## src/row_list_cursor_delete_undo_assert.svh

```systemverilog
// Assertion macros for the row list cursor block.
`ifndef ROW_LIST_CURSOR_DELETE_UNDO_ASSERT_SVH
`define ROW_LIST_CURSOR_DELETE_UNDO_ASSERT_SVH

`ifndef NO_ASSERTIONS

`define RLCDU_ASSERT_IMP(name, ck, rn, ante, cons) \
  name: assert property (@(posedge ck) disable iff (!rn) (ante) |-> (cons)) \
    else $error("rlcdu assertion failed");

`define RLCDU_ASSERT_NXT(name, ck, rn, ante, cons) \
  name: assert property (@(posedge ck) disable iff (!rn) (ante) |=> (cons)) \
    else $error("rlcdu assertion failed");

`else

`define RLCDU_ASSERT_IMP(name, ck, rn, ante, cons)

`define RLCDU_ASSERT_NXT(name, ck, rn, ante, cons)

`endif

`endif

```

## src/rlcdu_pkg.sv

```systemverilog
// Shared types, codes and widths of the row list cursor block.
package rlcdu_pkg;

  localparam int MAX_ROWS_DEF = 64;

  localparam int CMD_W      = 3;
  localparam int AMT_W      = 6;
  localparam int CUR_W      = 6;
  localparam int CNT_W      = 7;
  localparam int MASK_W     = 64;
  localparam int STS_W      = 2;
  localparam int CFG_IDX_W  = 2;
  localparam int CFG_DATA_W = 7;
  localparam int ROWCNT_W   = 7;
  localparam int START_W    = 6;

  localparam logic [CMD_W-1:0] CMD_UP    = 3'd0;
  localparam logic [CMD_W-1:0] CMD_DOWN  = 3'd1;
  localparam logic [CMD_W-1:0] CMD_CUT   = 3'd2;
  localparam logic [CMD_W-1:0] CMD_UNDO  = 3'd3;
  localparam logic [CMD_W-1:0] CMD_BEGIN = 3'd4;

  localparam logic [STS_W-1:0] ST_OK      = 2'd0;
  localparam logic [STS_W-1:0] ST_CLAMP   = 2'd1;
  localparam logic [STS_W-1:0] ST_EMPTY   = 2'd2;
  localparam logic [STS_W-1:0] ST_REFUSED = 2'd3;

  localparam logic [CFG_IDX_W-1:0] CFG_ROW_COUNT = 2'd0;
  localparam logic [CFG_IDX_W-1:0] CFG_START_ROW = 2'd1;

  typedef struct packed {
    logic [CMD_W-1:0] cmd;
    logic [AMT_W-1:0] amount;
  } in_item_t;

  typedef struct packed {
    logic [CUR_W-1:0]  cursor_row;
    logic [CNT_W-1:0]  live_count;
    logic [MASK_W-1:0] live_mask;
    logic [STS_W-1:0]  status;
  } out_item_t;

  typedef struct packed {
    logic [CFG_IDX_W-1:0]  index;
    logic [CFG_DATA_W-1:0] data;
  } cfg_item_t;

  typedef enum logic [1:0] {
    RD_CURSOR,
    RD_LINK,
    RD_ROW
  } rd_sel_t;

  typedef struct packed {
    logic             load_in;
    rd_sel_t          rd_sel;
    logic             step;
    logic             cut;
    logic             pop;
    logic             relink;
    logic             fill_start;
    logic             fill;
    logic             begin_fin;
    logic             set_status;
    logic [STS_W-1:0] status;
    logic             out_load;
  } dp_cmd_t;

  typedef struct packed {
    logic [CMD_W-1:0] cmd;
    logic             amount_zero;
    logic             depth_zero;
    logic             nb_valid;
    logic             remain_one;
    logic             cut_ok;
    logic             fill_last;
  } dp_sts_t;

endpackage

```

## src/rlcdu_ctrl.sv

```systemverilog
// Controller state machine sequencing reads and writes of the list datapath.
module rlcdu_ctrl import rlcdu_pkg::*; (
  input  logic    clk,
  input  logic    rst_n,
  input  logic    in_valid,
  input  logic    out_ready,
  input  dp_sts_t sts,
  output logic    in_ready,
  output logic    out_valid,
  output dp_cmd_t ctl
);

  typedef enum logic [3:0] {
    S_IDLE,
    S_DECODE,
    S_MV_RD,
    S_MV_STEP,
    S_CUT_RD,
    S_CUT_WR,
    S_UN_POP,
    S_UN_RD,
    S_UN_WR,
    S_FILL,
    S_FINISH
  } state_t;

  state_t state_r, state_nxt;
  logic   out_valid_r, out_valid_nxt;

  always_ff @(posedge clk) begin
    if (!rst_n) begin
      state_r     <= S_IDLE;
      out_valid_r <= 1'b0;
    end else begin
      state_r     <= state_nxt;
      out_valid_r <= out_valid_nxt;
    end
  end

  assign in_ready  = (state_r == S_IDLE);
  assign out_valid = out_valid_r;

  always_comb begin
    ctl           = '0;
    ctl.rd_sel    = RD_CURSOR;
    state_nxt     = state_r;
    out_valid_nxt = out_valid_r && !out_ready;
    unique case (state_r)
      S_IDLE: begin
        if (in_valid) begin
          ctl.load_in = 1'b1;
          state_nxt   = S_DECODE;
        end
      end
      S_DECODE: begin
        unique case (sts.cmd)
          CMD_UP, CMD_DOWN: begin
            state_nxt = sts.amount_zero ? S_FINISH : S_MV_RD;
          end
          CMD_CUT: begin
            state_nxt = S_CUT_RD;
          end
          CMD_UNDO: begin
            if (sts.depth_zero) begin
              ctl.set_status = 1'b1;
              ctl.status     = ST_EMPTY;
              state_nxt      = S_FINISH;
            end else begin
              state_nxt = S_UN_POP;
            end
          end
          CMD_BEGIN: begin
            ctl.fill_start = 1'b1;
            state_nxt      = S_FILL;
          end
          default: begin
            state_nxt = S_FINISH;
          end
        endcase
      end
      S_MV_RD: begin
        state_nxt = S_MV_STEP;
      end
      S_MV_STEP: begin
        if (!sts.nb_valid) begin
          ctl.set_status = 1'b1;
          ctl.status     = ST_CLAMP;
          state_nxt      = S_FINISH;
        end else begin
          ctl.step   = 1'b1;
          ctl.rd_sel = RD_LINK;
          if (sts.remain_one) begin
            state_nxt = S_FINISH;
          end
        end
      end
      S_CUT_RD: begin
        state_nxt = S_CUT_WR;
      end
      S_CUT_WR: begin
        if (sts.cut_ok) begin
          ctl.cut = 1'b1;
        end else begin
          ctl.set_status = 1'b1;
          ctl.status     = ST_REFUSED;
        end
        state_nxt = S_FINISH;
      end
      S_UN_POP: begin
        ctl.pop   = 1'b1;
        state_nxt = S_UN_RD;
      end
      S_UN_RD: begin
        ctl.rd_sel = RD_ROW;
        state_nxt  = S_UN_WR;
      end
      S_UN_WR: begin
        ctl.relink = 1'b1;
        state_nxt  = S_FINISH;
      end
      S_FILL: begin
        ctl.fill = 1'b1;
        if (sts.fill_last) begin
          ctl.begin_fin = 1'b1;
          state_nxt     = S_FINISH;
        end
      end
      S_FINISH: begin
        if (!out_valid_r || out_ready) begin
          ctl.out_load  = 1'b1;
          out_valid_nxt = 1'b1;
          state_nxt     = S_IDLE;
        end
      end
      default: begin
        state_nxt = S_IDLE;
      end
    endcase
  end

endmodule

```

## config.mk

```make
export PLATFORM = sky130hd
export DESIGN_NAME = rlcdu_ctrl
export DESIGN_NICKNAME = d
export VERILOG_FILES = /design/src/row_list_cursor_delete_undo_assert.svh /design/src/rlcdu_pkg.sv /design/src/rlcdu_ctrl.sv
export SDC_FILE = /design/constraint.sdc
export NUM_CORES = 1
export LEC_CHECK = 0
export BUFFER_PORTS_ARGS = -buffer_cell sky130_fd_sc_hd__buf_2
export CORE_AREA = 2 2 39 41
export DETAILED_ROUTE_END_ITERATION = 8
export DIE_AREA = 0 0 41 43
export PLACE_DENSITY_LB_ADDON = 0.1
export SLEW_MARGIN = 30
export SYNTH_ARGS = -nofsm -noshare
export SYNTH_HDL_FRONTEND = slang
export SYNTH_SLANG_ARGS = --single-unit
```

## constraint.sdc

```tcl
create_clock -name clk -period 3.4 [get_ports clk]
set_input_delay 0 -clock clk [delete_from_list [all_inputs] [get_ports clk]]
set_output_delay 0 -clock clk [all_outputs]
set_load 0.05 [all_outputs]
```

==> results.toml <==
[run_status]
run_status = "complete, no violations"

[yosys]
cells_after_synth = 67
postSynthRegisterBits = 5
syn_avg_cell_area_um2 = 8.067
mappedNetlistArea_um2 = 540.5
synth_area_leaders = "sky130_fd_sc_hd__dfxtp_1 (19%), sky130_fd_sc_hd__nor2_1 (5.6%), sky130_fd_sc_hd__nor4b_2 (5.6%)"
yosys.area.top_type = "sky130_fd_sc_hd__dfxtp_1"
synth.distinct_cells = 38
yosys_top_cell_area_share_pct = 18.52
ys_seq_area_share_pct = 18.52
yosys_warnings = 0
synth_fp_nets = 80

[timing]
final_critical_path_setup_slack_ns = 1.564
hold_violations = 0
setup_violations = 0
setup_repair_after_global_routing_missed_its_margin = "no"
period_minus_slack_ns = 1.836
tightestPinTransition_ns = 0.4206
worst_clock_skew_ns = 0.001487
timing.final.max_slew_violations = 0
max_freq_mhz = 544.6
post-route-period-util_pct = 54.00
worst_slew_margin_rel_pct = 71.92
worst_hold_slack_ns = 0.06397
finalSetupTns_ns = 0

[die]
start_util_pct = 39.06
dieWidth_um = 41
ioPinCount = 29
die_h_um = 43
placeableCoreArea_mm2 = 0.001384
core.rowCount = 14
die_area_mm2 = 0.001763

[place]
globalplace.congestion = 0.7174
placedInstanceArea_um2 = 658.1
dpl.hpwl_um = 1024
port_buffers = 28
pre_cts_ws_ns = 1.644
dp.cells = 106

[clock_tree]
post_cts.resized_instances = 0
clk_path_buf_depth = 2
root_buffer = "sky130_fd_sc_hd__clkbuf_4"
cts-htree-levels = 1
tritoncts.num_buffers = 3
clk_pin_slew_ns = 0.04
clock_net_sink_count = 5
clk-insertion-delay-late_ns = 0.24
tritoncts_clock_tree = "yes"
ctsHoldBuffers = 0
post-cts-setup-buffers = 0

[final_layout]
finalInstanceArea_um2 = 684.4
post_route_cells_drive_above_1_share_pct = 45.74
area_delta_synth_final_pct = 26.62
antennaDiodeCount = 0
finalNetCount = 108
final-instance-count-excl-fill = 110
final_core_utilization_pct = 49.46

[routing]
drt_pass1_iterations = 4
avgViaCountPerCell = 5.409
post_drt_wl_per_cell_um = 11.63
remaining_drc_errors = 0
route.final.wire_length_um = 1279
final_antenna_net_count = 0
detail_route.iter0.violations = 16
via_count = 595

[worst_setup_path]
timing.critical_path.to_type = "primary output"
criticalPathCategory = "flop to primary output"
crit_arrival_ns = 1.84
critPathLaunchType = "flop"
worstPathRequired_ns = 3.40
path_max_fanout = 12
r2r_cells = 4

[power]
worst_ir_drop_vdd_mv = 0.3347
power_leakage_nw = 0.3116
power.density_cell_area_mw_per_mm2 = 754.0
report.power.total_mw = 0.5161

[grt]
globalRouteTotalUtil_pct = 16.28
grt_start_max_net_pins = 14
via_count_of_the_first_global_routing_pass = 460
grt_remaining_overflow = 0
initial_antenna_violation_count = 0
first_pass_grt_wire_length_um = 2035

[flow_run]
maxCapViolations = 0

[min_path]
min-delay-path-class = "primary input to flop"
worstHoldPathCells = 3
## metal layers
metal  vias to the layer above  GRT usage, %  share of wire, %
met2                        18         21.56                47
met1                       271         26.13                48
li1                        306             -                 -
met3                         0         3.141               5.4
met4                         0         4.000                 0
met5                         -             0                 0
## worst max-delay path, cell delays in order (launching register included)
cell                       delay [ns]
sky130_fd_sc_hd__dfxtp_1         0.56
sky130_fd_sc_hd__nand2b_2        0.18
sky130_fd_sc_hd__nor4b_2         0.37
sky130_fd_sc_hd__nand3_1         0.12
sky130_fd_sc_hd__o31ai_1         0.07
sky130_fd_sc_hd__buf_2           0.30
## synth_stat cells, drive strengths merged
cell type	n
a31oi	1
nor4	2
xnor2	1
or3	1
buf	5
nand2	2
a21oi	3
or2b	1
o2bb2ai	1
inv	4
or2	1
a31o	1
a211oi	1
and2b	1
nor4b	3
nand2b	3
o311ai	1
nor3b	3
and2	2
nand3	3
o31ai	1
nor2	8
nand4bb	1
or4	1
dfxtp	5
o21ai	3
nor3	4
o31a	3
o41ai	1
## final timing paths
path,slack [ns],endpoint,start
max,1.56,ctl[2],state_r[0]$_SDFFE_PN0P_
min,0.06,state_r[3]$_SDFFE_PN0P_,rst_n
max reg2reg,1.65,state_r[3]$_SDFFE_PN0P_,state_r[2]$_SDFFE_PN0P_
min reg2reg,0.65,out_valid$_SDFF_PN0_,out_valid$_SDFF_PN0_
## sequential cells by signal (all words and copies together) (netlist names)
signal,cells
state_r,4
out_valid,1
## area by class of cell
cell class / count / area, um^2
sequential: 5 / 100.1
clock buffer: 4 / 26.28
inverter: 4 / 15.01
tap: 16 / 20.02
fill: 149 / 699.4
multi-input combinational: 53 / 382.9
timing repair buffer: 28 / 140.1
## logic make-up after synthesis
group                     share of synthesized area (%)
AOI/OAI and AO/OA                                 23.61
xor gates and xnor gates                          1.621
buffers and inverters                             10.65
DFF                                               18.52
and+or+nand+nor                                   45.60
## cells in the final DEF, fill, tap and decap left out, drive strengths merged, types with 2 or more instances in the layout
master  instances
nor3b           3
nor4            2
nor4b           3
clkbuf          4
o21ai           3
buf            28
inv             4
nand2           2
and2            2
nand3           3
nor3            4
dfxtp           5
nor2            8
nand2b          3
a21oi           3
o31a            3
## where the power goes
group | leakage (nW) | switching (mW) | internal, mW
sequential | 0.0410 | 0.0507 | 0.0766
combinational | 0.256 | 0.205 | 0.117
clock | 0.0150 | 0.0222 | 0.0442
Power figures use the tool's default switching activity.
