`src/row_list_cursor_delete_undo_assert.svh`:
```
// Assertion macros for the row list cursor block.
`ifndef ROW_LIST_CURSOR_DELETE_UNDO_ASSERT_SVH
`define ROW_LIST_CURSOR_DELETE_UNDO_ASSERT_SVH

`ifndef NO_ASSERTIONS

`define RLCDU_ASSERT_IMP(name, ck, rn, ante, cons) \
  name: assert property (@(posedge ck) disable iff (!rn) (ante) |-> (cons)) \
    else $error("rlcdu assertion failed");

`define RLCDU_ASSERT_NXT(name, ck, rn, ante, cons) \
  name: assert property (@(posedge ck) disable iff (!rn) (ante) |=> (cons)) \
    else $error("rlcdu assertion failed");

`else

`define RLCDU_ASSERT_IMP(name, ck, rn, ante, cons)

`define RLCDU_ASSERT_NXT(name, ck, rn, ante, cons)

`endif

`endif

```
`src/rlcdu_pkg.sv`:
```
// Shared types, codes and widths of the row list cursor block.
package rlcdu_pkg;

  localparam int MAX_ROWS_DEF = 64;

  localparam int CMD_W      = 3;
  localparam int AMT_W      = 6;
  localparam int CUR_W      = 6;
  localparam int CNT_W      = 7;
  localparam int MASK_W     = 64;
  localparam int STS_W      = 2;
  localparam int CFG_IDX_W  = 2;
  localparam int CFG_DATA_W = 7;
  localparam int ROWCNT_W   = 7;
  localparam int START_W    = 6;

  localparam logic [CMD_W-1:0] CMD_UP    = 3'd0;
  localparam logic [CMD_W-1:0] CMD_DOWN  = 3'd1;
  localparam logic [CMD_W-1:0] CMD_CUT   = 3'd2;
  localparam logic [CMD_W-1:0] CMD_UNDO  = 3'd3;
  localparam logic [CMD_W-1:0] CMD_BEGIN = 3'd4;

  localparam logic [STS_W-1:0] ST_OK      = 2'd0;
  localparam logic [STS_W-1:0] ST_CLAMP   = 2'd1;
  localparam logic [STS_W-1:0] ST_EMPTY   = 2'd2;
  localparam logic [STS_W-1:0] ST_REFUSED = 2'd3;

  localparam logic [CFG_IDX_W-1:0] CFG_ROW_COUNT = 2'd0;
  localparam logic [CFG_IDX_W-1:0] CFG_START_ROW = 2'd1;

  typedef struct packed {
    logic [CMD_W-1:0] cmd;
    logic [AMT_W-1:0] amount;
  } in_item_t;

  typedef struct packed {
    logic [CUR_W-1:0]  cursor_row;
    logic [CNT_W-1:0]  live_count;
    logic [MASK_W-1:0] live_mask;
    logic [STS_W-1:0]  status;
  } out_item_t;

  typedef struct packed {
    logic [CFG_IDX_W-1:0]  index;
    logic [CFG_DATA_W-1:0] data;
  } cfg_item_t;

  typedef enum logic [1:0] {
    RD_CURSOR,
    RD_LINK,
    RD_ROW
  } rd_sel_t;

  typedef struct packed {
    logic             load_in;
    rd_sel_t          rd_sel;
    logic             step;
    logic             cut;
    logic             pop;
    logic             relink;
    logic             fill_start;
    logic             fill;
    logic             begin_fin;
    logic             set_status;
    logic [STS_W-1:0] status;
    logic             out_load;
  } dp_cmd_t;

  typedef struct packed {
    logic [CMD_W-1:0] cmd;
    logic             amount_zero;
    logic             depth_zero;
    logic             nb_valid;
    logic             remain_one;
    logic             cut_ok;
    logic             fill_last;
  } dp_sts_t;

endpackage

```
`src/rlcdu_dpath.sv`:
```
// Datapath: link memories, undo stack, cursor, live mask and result register.
module rlcdu_dpath import rlcdu_pkg::*; #(
  parameter int MAX_ROWS = MAX_ROWS_DEF
) (
  input  logic                clk,
  input  logic                rst_n,
  input  dp_cmd_t             ctl,
  input  in_item_t            in_item,
  input  logic [ROWCNT_W-1:0] row_count,
  input  logic [START_W-1:0]  start_row,
  output dp_sts_t             sts,
  output out_item_t           out_item
);

  localparam int RW = $clog2(MAX_ROWS);
  localparam int LW = $clog2(MAX_ROWS + 1);
  localparam logic [LW-1:0] NO_LINK = LW'(MAX_ROWS);

  logic [LW-1:0] prev_mem  [MAX_ROWS];
  logic [LW-1:0] next_mem  [MAX_ROWS];
  logic [RW-1:0] stack_mem [MAX_ROWS];

  logic [LW-1:0] prev_rd_r, next_rd_r;
  logic [RW-1:0] stack_rd_r;

  logic [CMD_W-1:0]    cmd_r;
  logic [AMT_W-1:0]    remain_r;
  logic [STS_W-1:0]    status_r;
  logic [RW-1:0]       fill_r;
  out_item_t           out_item_r;

  logic [RW-1:0]       cursor_r, cursor_nxt;
  logic [MAX_ROWS-1:0] live_r, live_nxt;
  logic [LW-1:0]       cnt_r, cnt_nxt;
  logic [LW-1:0]       depth_r, depth_nxt;

  logic [LW-1:0]       nb;
  logic                nb_valid, p_valid, q_valid;
  logic [ROWCNT_W-1:0] n_full;
  logic [LW-1:0]       n;
  logic [RW-1:0]       start_clamp;
  logic [LW-1:0]       fill_ext, fill_inc;
  logic                fill_last;
  logic [RW-1:0]       rd_addr;
  logic [RW-1:0]       pop_idx;
  logic [LW-1:0]       row_ext;
  logic [MAX_ROWS-1:0] low_mask;

  logic                prev_we, next_we;
  logic [RW-1:0]       prev_wa, next_wa;
  logic [LW-1:0]       prev_wd, next_wd;

  assign nb       = (cmd_r == CMD_UP) ? prev_rd_r : next_rd_r;
  assign nb_valid = nb < NO_LINK;
  assign p_valid  = prev_rd_r < NO_LINK;
  assign q_valid  = next_rd_r < NO_LINK;

  assign n_full = (row_count < ROWCNT_W'(2)) ? ROWCNT_W'(2) :
                  (row_count > ROWCNT_W'(MAX_ROWS)) ? ROWCNT_W'(MAX_ROWS) : row_count;
  assign n      = LW'(n_full);
  assign start_clamp = (ROWCNT_W'(start_row) < n_full) ? RW'(start_row)
                                                       : RW'(n_full - ROWCNT_W'(1));

  assign fill_ext  = LW'(fill_r);
  assign fill_inc  = fill_ext + LW'(1);
  assign fill_last = (fill_inc == n);

  assign pop_idx = RW'(depth_r - LW'(1));
  assign row_ext = LW'(stack_rd_r);

  always_comb begin
    for (int i = 0; i < MAX_ROWS; i++) begin
      low_mask[i] = (LW'(i) < n);
    end
  end

  always_comb begin
    unique case (ctl.rd_sel)
      RD_LINK:   rd_addr = nb[RW-1:0];
      RD_ROW:    rd_addr = stack_rd_r;
      default:   rd_addr = cursor_r;
    endcase
  end

  always_comb begin
    prev_we = 1'b0;
    prev_wa = fill_r;
    prev_wd = NO_LINK;
    next_we = 1'b0;
    next_wa = fill_r;
    next_wd = NO_LINK;
    if (ctl.fill) begin
      prev_we = 1'b1;
      prev_wd = (fill_r == '0) ? NO_LINK : fill_ext - LW'(1);
      next_we = 1'b1;
      next_wd = fill_last ? NO_LINK : fill_inc;
    end else if (ctl.cut) begin
      prev_we = q_valid;
      prev_wa = next_rd_r[RW-1:0];
      prev_wd = prev_rd_r;
      next_we = p_valid;
      next_wa = prev_rd_r[RW-1:0];
      next_wd = next_rd_r;
    end else if (ctl.relink) begin
      prev_we = q_valid;
      prev_wa = next_rd_r[RW-1:0];
      prev_wd = row_ext;
      next_we = p_valid;
      next_wa = prev_rd_r[RW-1:0];
      next_wd = row_ext;
    end
  end

  always_ff @(posedge clk) begin
    if (prev_we) begin
      prev_mem[prev_wa] <= prev_wd;
    end
    if (next_we) begin
      next_mem[next_wa] <= next_wd;
    end
    prev_rd_r <= prev_mem[rd_addr];
    next_rd_r <= next_mem[rd_addr];
  end

  always_ff @(posedge clk) begin
    if (ctl.cut) begin
      stack_mem[depth_r[RW-1:0]] <= cursor_r;
    end
    if (ctl.pop) begin
      stack_rd_r <= stack_mem[pop_idx];
    end
  end

  always_comb begin
    cursor_nxt = cursor_r;
    live_nxt   = live_r;
    cnt_nxt    = cnt_r;
    depth_nxt  = depth_r;
    if (ctl.step) begin
      cursor_nxt = nb[RW-1:0];
    end
    if (ctl.cut) begin
      cursor_nxt         = q_valid ? next_rd_r[RW-1:0] : prev_rd_r[RW-1:0];
      live_nxt[cursor_r] = 1'b0;
      cnt_nxt            = cnt_r - LW'(1);
      depth_nxt          = depth_r + LW'(1);
    end
    if (ctl.pop) begin
      depth_nxt = depth_r - LW'(1);
    end
    if (ctl.relink) begin
      live_nxt[stack_rd_r] = 1'b1;
      cnt_nxt              = cnt_r + LW'(1);
    end
    if (ctl.begin_fin) begin
      cursor_nxt = start_clamp;
      live_nxt   = low_mask;
      cnt_nxt    = n;
      depth_nxt  = '0;
    end
  end

  always_ff @(posedge clk) begin
    if (!rst_n) begin
      cursor_r <= '0;
      live_r   <= '1;
      cnt_r    <= LW'(MAX_ROWS);
      depth_r  <= '0;
    end else begin
      cursor_r <= cursor_nxt;
      live_r   <= live_nxt;
      cnt_r    <= cnt_nxt;
      depth_r  <= depth_nxt;
    end
  end

  always_ff @(posedge clk) begin
    if (ctl.load_in) begin
      cmd_r    <= in_item.cmd;
      remain_r <= in_item.amount;
      status_r <= ST_OK;
    end
    if (ctl.step) begin
      remain_r <= remain_r - AMT_W'(1);
    end
    if (ctl.set_status) begin
      status_r <= ctl.status;
    end
    if (ctl.fill_start) begin
      fill_r <= '0;
    end else if (ctl.fill) begin
      fill_r <= fill_inc[RW-1:0];
    end
    if (ctl.out_load) begin
      out_item_r.cursor_row <= CUR_W'(cursor_r);
      out_item_r.live_count <= CNT_W'(cnt_r);
      out_item_r.live_mask  <= MASK_W'(live_r);
      out_item_r.status     <= status_r;
    end
  end

  assign out_item = out_item_r;

  assign sts.cmd         = cmd_r;
  assign sts.amount_zero = (remain_r == '0);
  assign sts.depth_zero  = (depth_r == '0);
  assign sts.nb_valid    = nb_valid;
  assign sts.remain_one  = (remain_r == AMT_W'(1));
  assign sts.cut_ok      = (p_valid || q_valid) && (depth_r < LW'(MAX_ROWS));
  assign sts.fill_last   = fill_last;

endmodule

```
`config.mk`:
```
export PLATFORM = sky130hd
export DESIGN_NAME = rlcdu_dpath
export DESIGN_NICKNAME = d
export VERILOG_FILES = /design/src/row_list_cursor_delete_undo_assert.svh /design/src/rlcdu_pkg.sv /design/src/rlcdu_dpath.sv
export SDC_FILE = /design/constraint.sdc
export NUM_CORES = 2
export LEC_CHECK = 0
export ABC_CLOCK_PERIOD_IN_PS = 4200
export BUFFER_PORTS_ARGS = -buffer_cell sky130_fd_sc_hd__buf_2
export CELL_PAD_IN_SITES_DETAIL_PLACEMENT = 0
export CELL_PAD_IN_SITES_GLOBAL_PLACEMENT = 1
export CORE_ASPECT_RATIO = 1.4
export CORE_MARGIN = 4
export CORE_UTILIZATION = 48
export DETAILED_ROUTE_END_ITERATION = 10
export PLACE_DENSITY = 0.79
export SLEW_MARGIN = 0
export SYNTH_ARGS = -nofsm -noshare
export SYNTH_HDL_FRONTEND = slang
export SYNTH_SLANG_ARGS = --single-unit
```
`constraint.sdc`:
```
create_clock -name clk -period 4.2 [get_ports clk]
set_input_delay 0.21 -clock clk [delete_from_list [all_inputs] [get_ports clk]]
set_output_delay 0.21 -clock clk [all_outputs]
set_load 0.05 [all_outputs]
```
==> metrics <==
met2 routed WL 80300 um; Max Cap Viol 0; initial antenna violation count 3; Buffers on Ports 125; worst-skew pair later-pin latency 0.78 ns; overflow left after global routing 0; drc violations 0; Root Driver clkbuf_16; Crit Path Class flip-flop to flip-flop; commonest non-fill, non-tap cells in the layout 1376 x edfxtp_1, 849 x nand2_1, 294 x nor2_1; row count 154; Final TNS setup 0 ns; maximum root-to-sink buffer count 3; Critical Path RT 4.90 ns; Gate Count Post-Synth 4248; Syn Nets 4308; total CTS buffers 130; Max Used Layer met5; first-pass GRT wire length 241000 um; Max Slew Vio Count 0; Worst R2R Setup Slack 0.38 ns; Worst Hold Class primary input to flip-flop; syn avg cell area 14.3 sq um; CTS clk-pin slew, worst paths 0.07 ns; leading area contributor after synthesis edfxtp_1; WL/cell 26.4 um; TritonRoute pass-1 iters 6; drt initial violations 3998; ys flop type edfxtp_1; metal3 WL 12400 um; total track usage 0.244; vias 37500; VDD IR-drop max 0.456 mV; Avg Vias per Cell 6.12; Post-synth EDFFs 1376; Crit Reg-Reg Startpoint cmd_r[1]; Initial Util 0.482; wl on met1 61200 um; I/O Pins 126; # clock sinks 1480; minimum clock period 3.82 ns; yosys warns 0; crit end category flip-flop; Mapped Area 0.0606 sq mm; DP Worst Slack 0.341 ns; main area contributors after synthesis edfxtp_1 68%, nand2_1 5.3%, mux4_2 4.7%; Die W 308 um; R2R depth 9; Syn-to-layout area delta 12.4%; register area share after synthesis 0.716; Netlist cell types 84; Die Y 428 um; outcome finished, final reports clean; Leak 0.0230 uW; hold path start ctl[9]; Arr. time, crit path 4.51 ns; RR Endpoint prev_rd_r[3]; ANT nets after route 0; final-stage net count 4445; routability cong. 0.897; power per cell area 534 mW/mm^2; worst setup margin 0.384 ns; CTS tree built; Hold Vio Cnt, Final 0; fmax 262 MHz; # fillers 10000; fin crit share 0.909; Power Total 36300 uW; final count of negative-setup-slack endpoints 0; Max Clock Skew 0.0249 ns; Worst slew margin 0.0581; Hold Path Depth 5; hold path endpoint cnt_r[5]; largest net degree at the start of global routing 116; vias in the first global route 36700; unrepaired setup endpoints after global routing false; Yosys reg bits 1480; Worst Path Max Fanout 26; Critical Path Start Type flip-flop; Routed WL 162000 um; layout cells sized above 1 0.135; asr flop ratio synth 0; commonest non-fill, non-tap cell in the layout edfxtp_1; Core Area 0.126 sq mm; H-tree Lvls 4; HPWL Detailed 103000 um; measured slew at the worst slew-check pin 1.41 ns; top-area cell type share of the netlist area 0.682; die area 0.132 sq mm
==> worst max path at each step <==
| stage | start | endpoint | slack (ns) | cells past startpoint |
|---|---|---|---|---|
| floorplan | row_count[3] | next_mem[0][6] | 0.04 | 6 |
| global placement | ctl[11] | prev_rd_r[6] | 0.39 | 12 |
| detailed placement | ctl[11] | prev_rd_r[6] | 0.34 | 12 |
| CTS | cmd_r[1] | next_rd_r[1] | 0.46 | 9 |
| global route | cmd_r[1] | prev_rd_r[6] | 0.34 | 9 |
| finish | cmd_r[1] | prev_rd_r[3] | 0.38 | 9 |
==> state kept, by name, summed over array words and instances, names as in the netlist, 6 cells and up <==
signal / flops
next_mem: 448
prev_mem: 448
stack_mem: 384
out_item: 79
live_r: 64
cnt_r: 7
depth_r: 7
next_rd_r: 7
prev_rd_r: 7
cursor_r: 6
fill_r: 6
remain_r: 6
stack_rd_r: 6
==> through the flow <==
stage,hold WS [ns],cells,area [sq um],util
final,0.101,6129,68100,0.542
after global routing,0.0968,6129,68100,0.542
after CTS,0.0371,6128,68100,0.542
after detailed placement,0.388,5850,63300,0.504
after global placement,0.392,5850,63300,0.504
after floorplan,0.279,4248,60600,-
==> worst max-delay path: stages (launching register included) <==
cell,delay (ns)
edfxtp_1,0.61
nor4b_1,0.67
o21ai_0,0.24
a221oi_2,0.30
buf_4,0.30
and2_1,0.31
buf_4,0.41
nand3_1,0.17
a21oi_1,0.50
nand4bb_1,0.20
==> what timing repair did <==
item / 4_1_cts / 5_1_grt
setup buffers: 0 / 0
gates resized for setup: 0 / 0
endpoints found under the hold margin: 76 / 0
hold buffers: 41 / 0
==> where the power goes <==
group          switching, uW  internal (uW)
clock                   5330           6860
sequential               425          17100
combinational           4680           1950
total                  10400          25900
==> cell usage after synthesis, types with 6 or more instances <==
library cell / count
dfxtp_1: 104
and2_1: 12
nor2_1: 295
buf_4: 9
o221ai_1: 32
nand2_1: 849
nand3b_1: 15
a21oi_1: 49
a221oi_1: 11
o2111ai_1: 27
mux4_2: 126
edfxtp_1: 1376
nand4bb_1: 13
nand4_1: 49
and3_1: 109
or3_1: 6
o22ai_1: 13
clkbuf_1: 146
nand2b_1: 11
buf_1: 21
o32ai_1: 58
o21ai_0: 47
nor3b_1: 7
buf_6: 10
nor2b_1: 8
a311oi_1: 28
inv_1: 20
buf_2: 83
and3b_1: 6
a22oi_1: 84
o21a_1: 7
xnor2_1: 24
xor2_1: 16
mux2i_1: 123
ha_1: 21
o211ai_1: 18
or2_2: 6
nor3_1: 20
a31oi_1: 83
nand3_1: 212
o31ai_1: 8
a211oi_1: 10
==> kinds of logic (layout without fill, tap and decap cells) <==
kind of cell,count (synthesis),after routing,synth area share
AO/OA/AOI/OAI,525,525,0.0641
adder cells (fa/ha/maj),22,22,0.00467
XOR/XNOR,40,40,0.00578
buffers and inverters,292,534,0.0216
other,0,1,0
flip-flops,1480,1480,0.716
multiplexers,250,250,0.0674
AND/OR/NAND/NOR,1639,1639,0.120
==> metal layers <==
layer  track usage  vias up
li1              -    16500
met4         0.112        4
met2         0.405     1808
met1         0.315    18800
met5             0        -
met3        0.0425      394
==> cell type report <==
type / count / area, sq um / share of cell area
Sequential cell: 1480 / 43400 / 0.638
Inverter: 21 / 78.8 / 0.00116
Multi-Input combinational cell: 2476 / 16100 / 0.237
Antenna cell: 1 / 2.50 / 0.0000368
Clock buffer: 172 / 3580 / 0.0526
Clock inverter: 65 / 737 / 0.0108
Timing Repair Buffer: 276 / 2080 / 0.0305
Tap cell: 1638 / 2050 / 0.0301
Note: power is estimated with default switching activity, not from simulation.
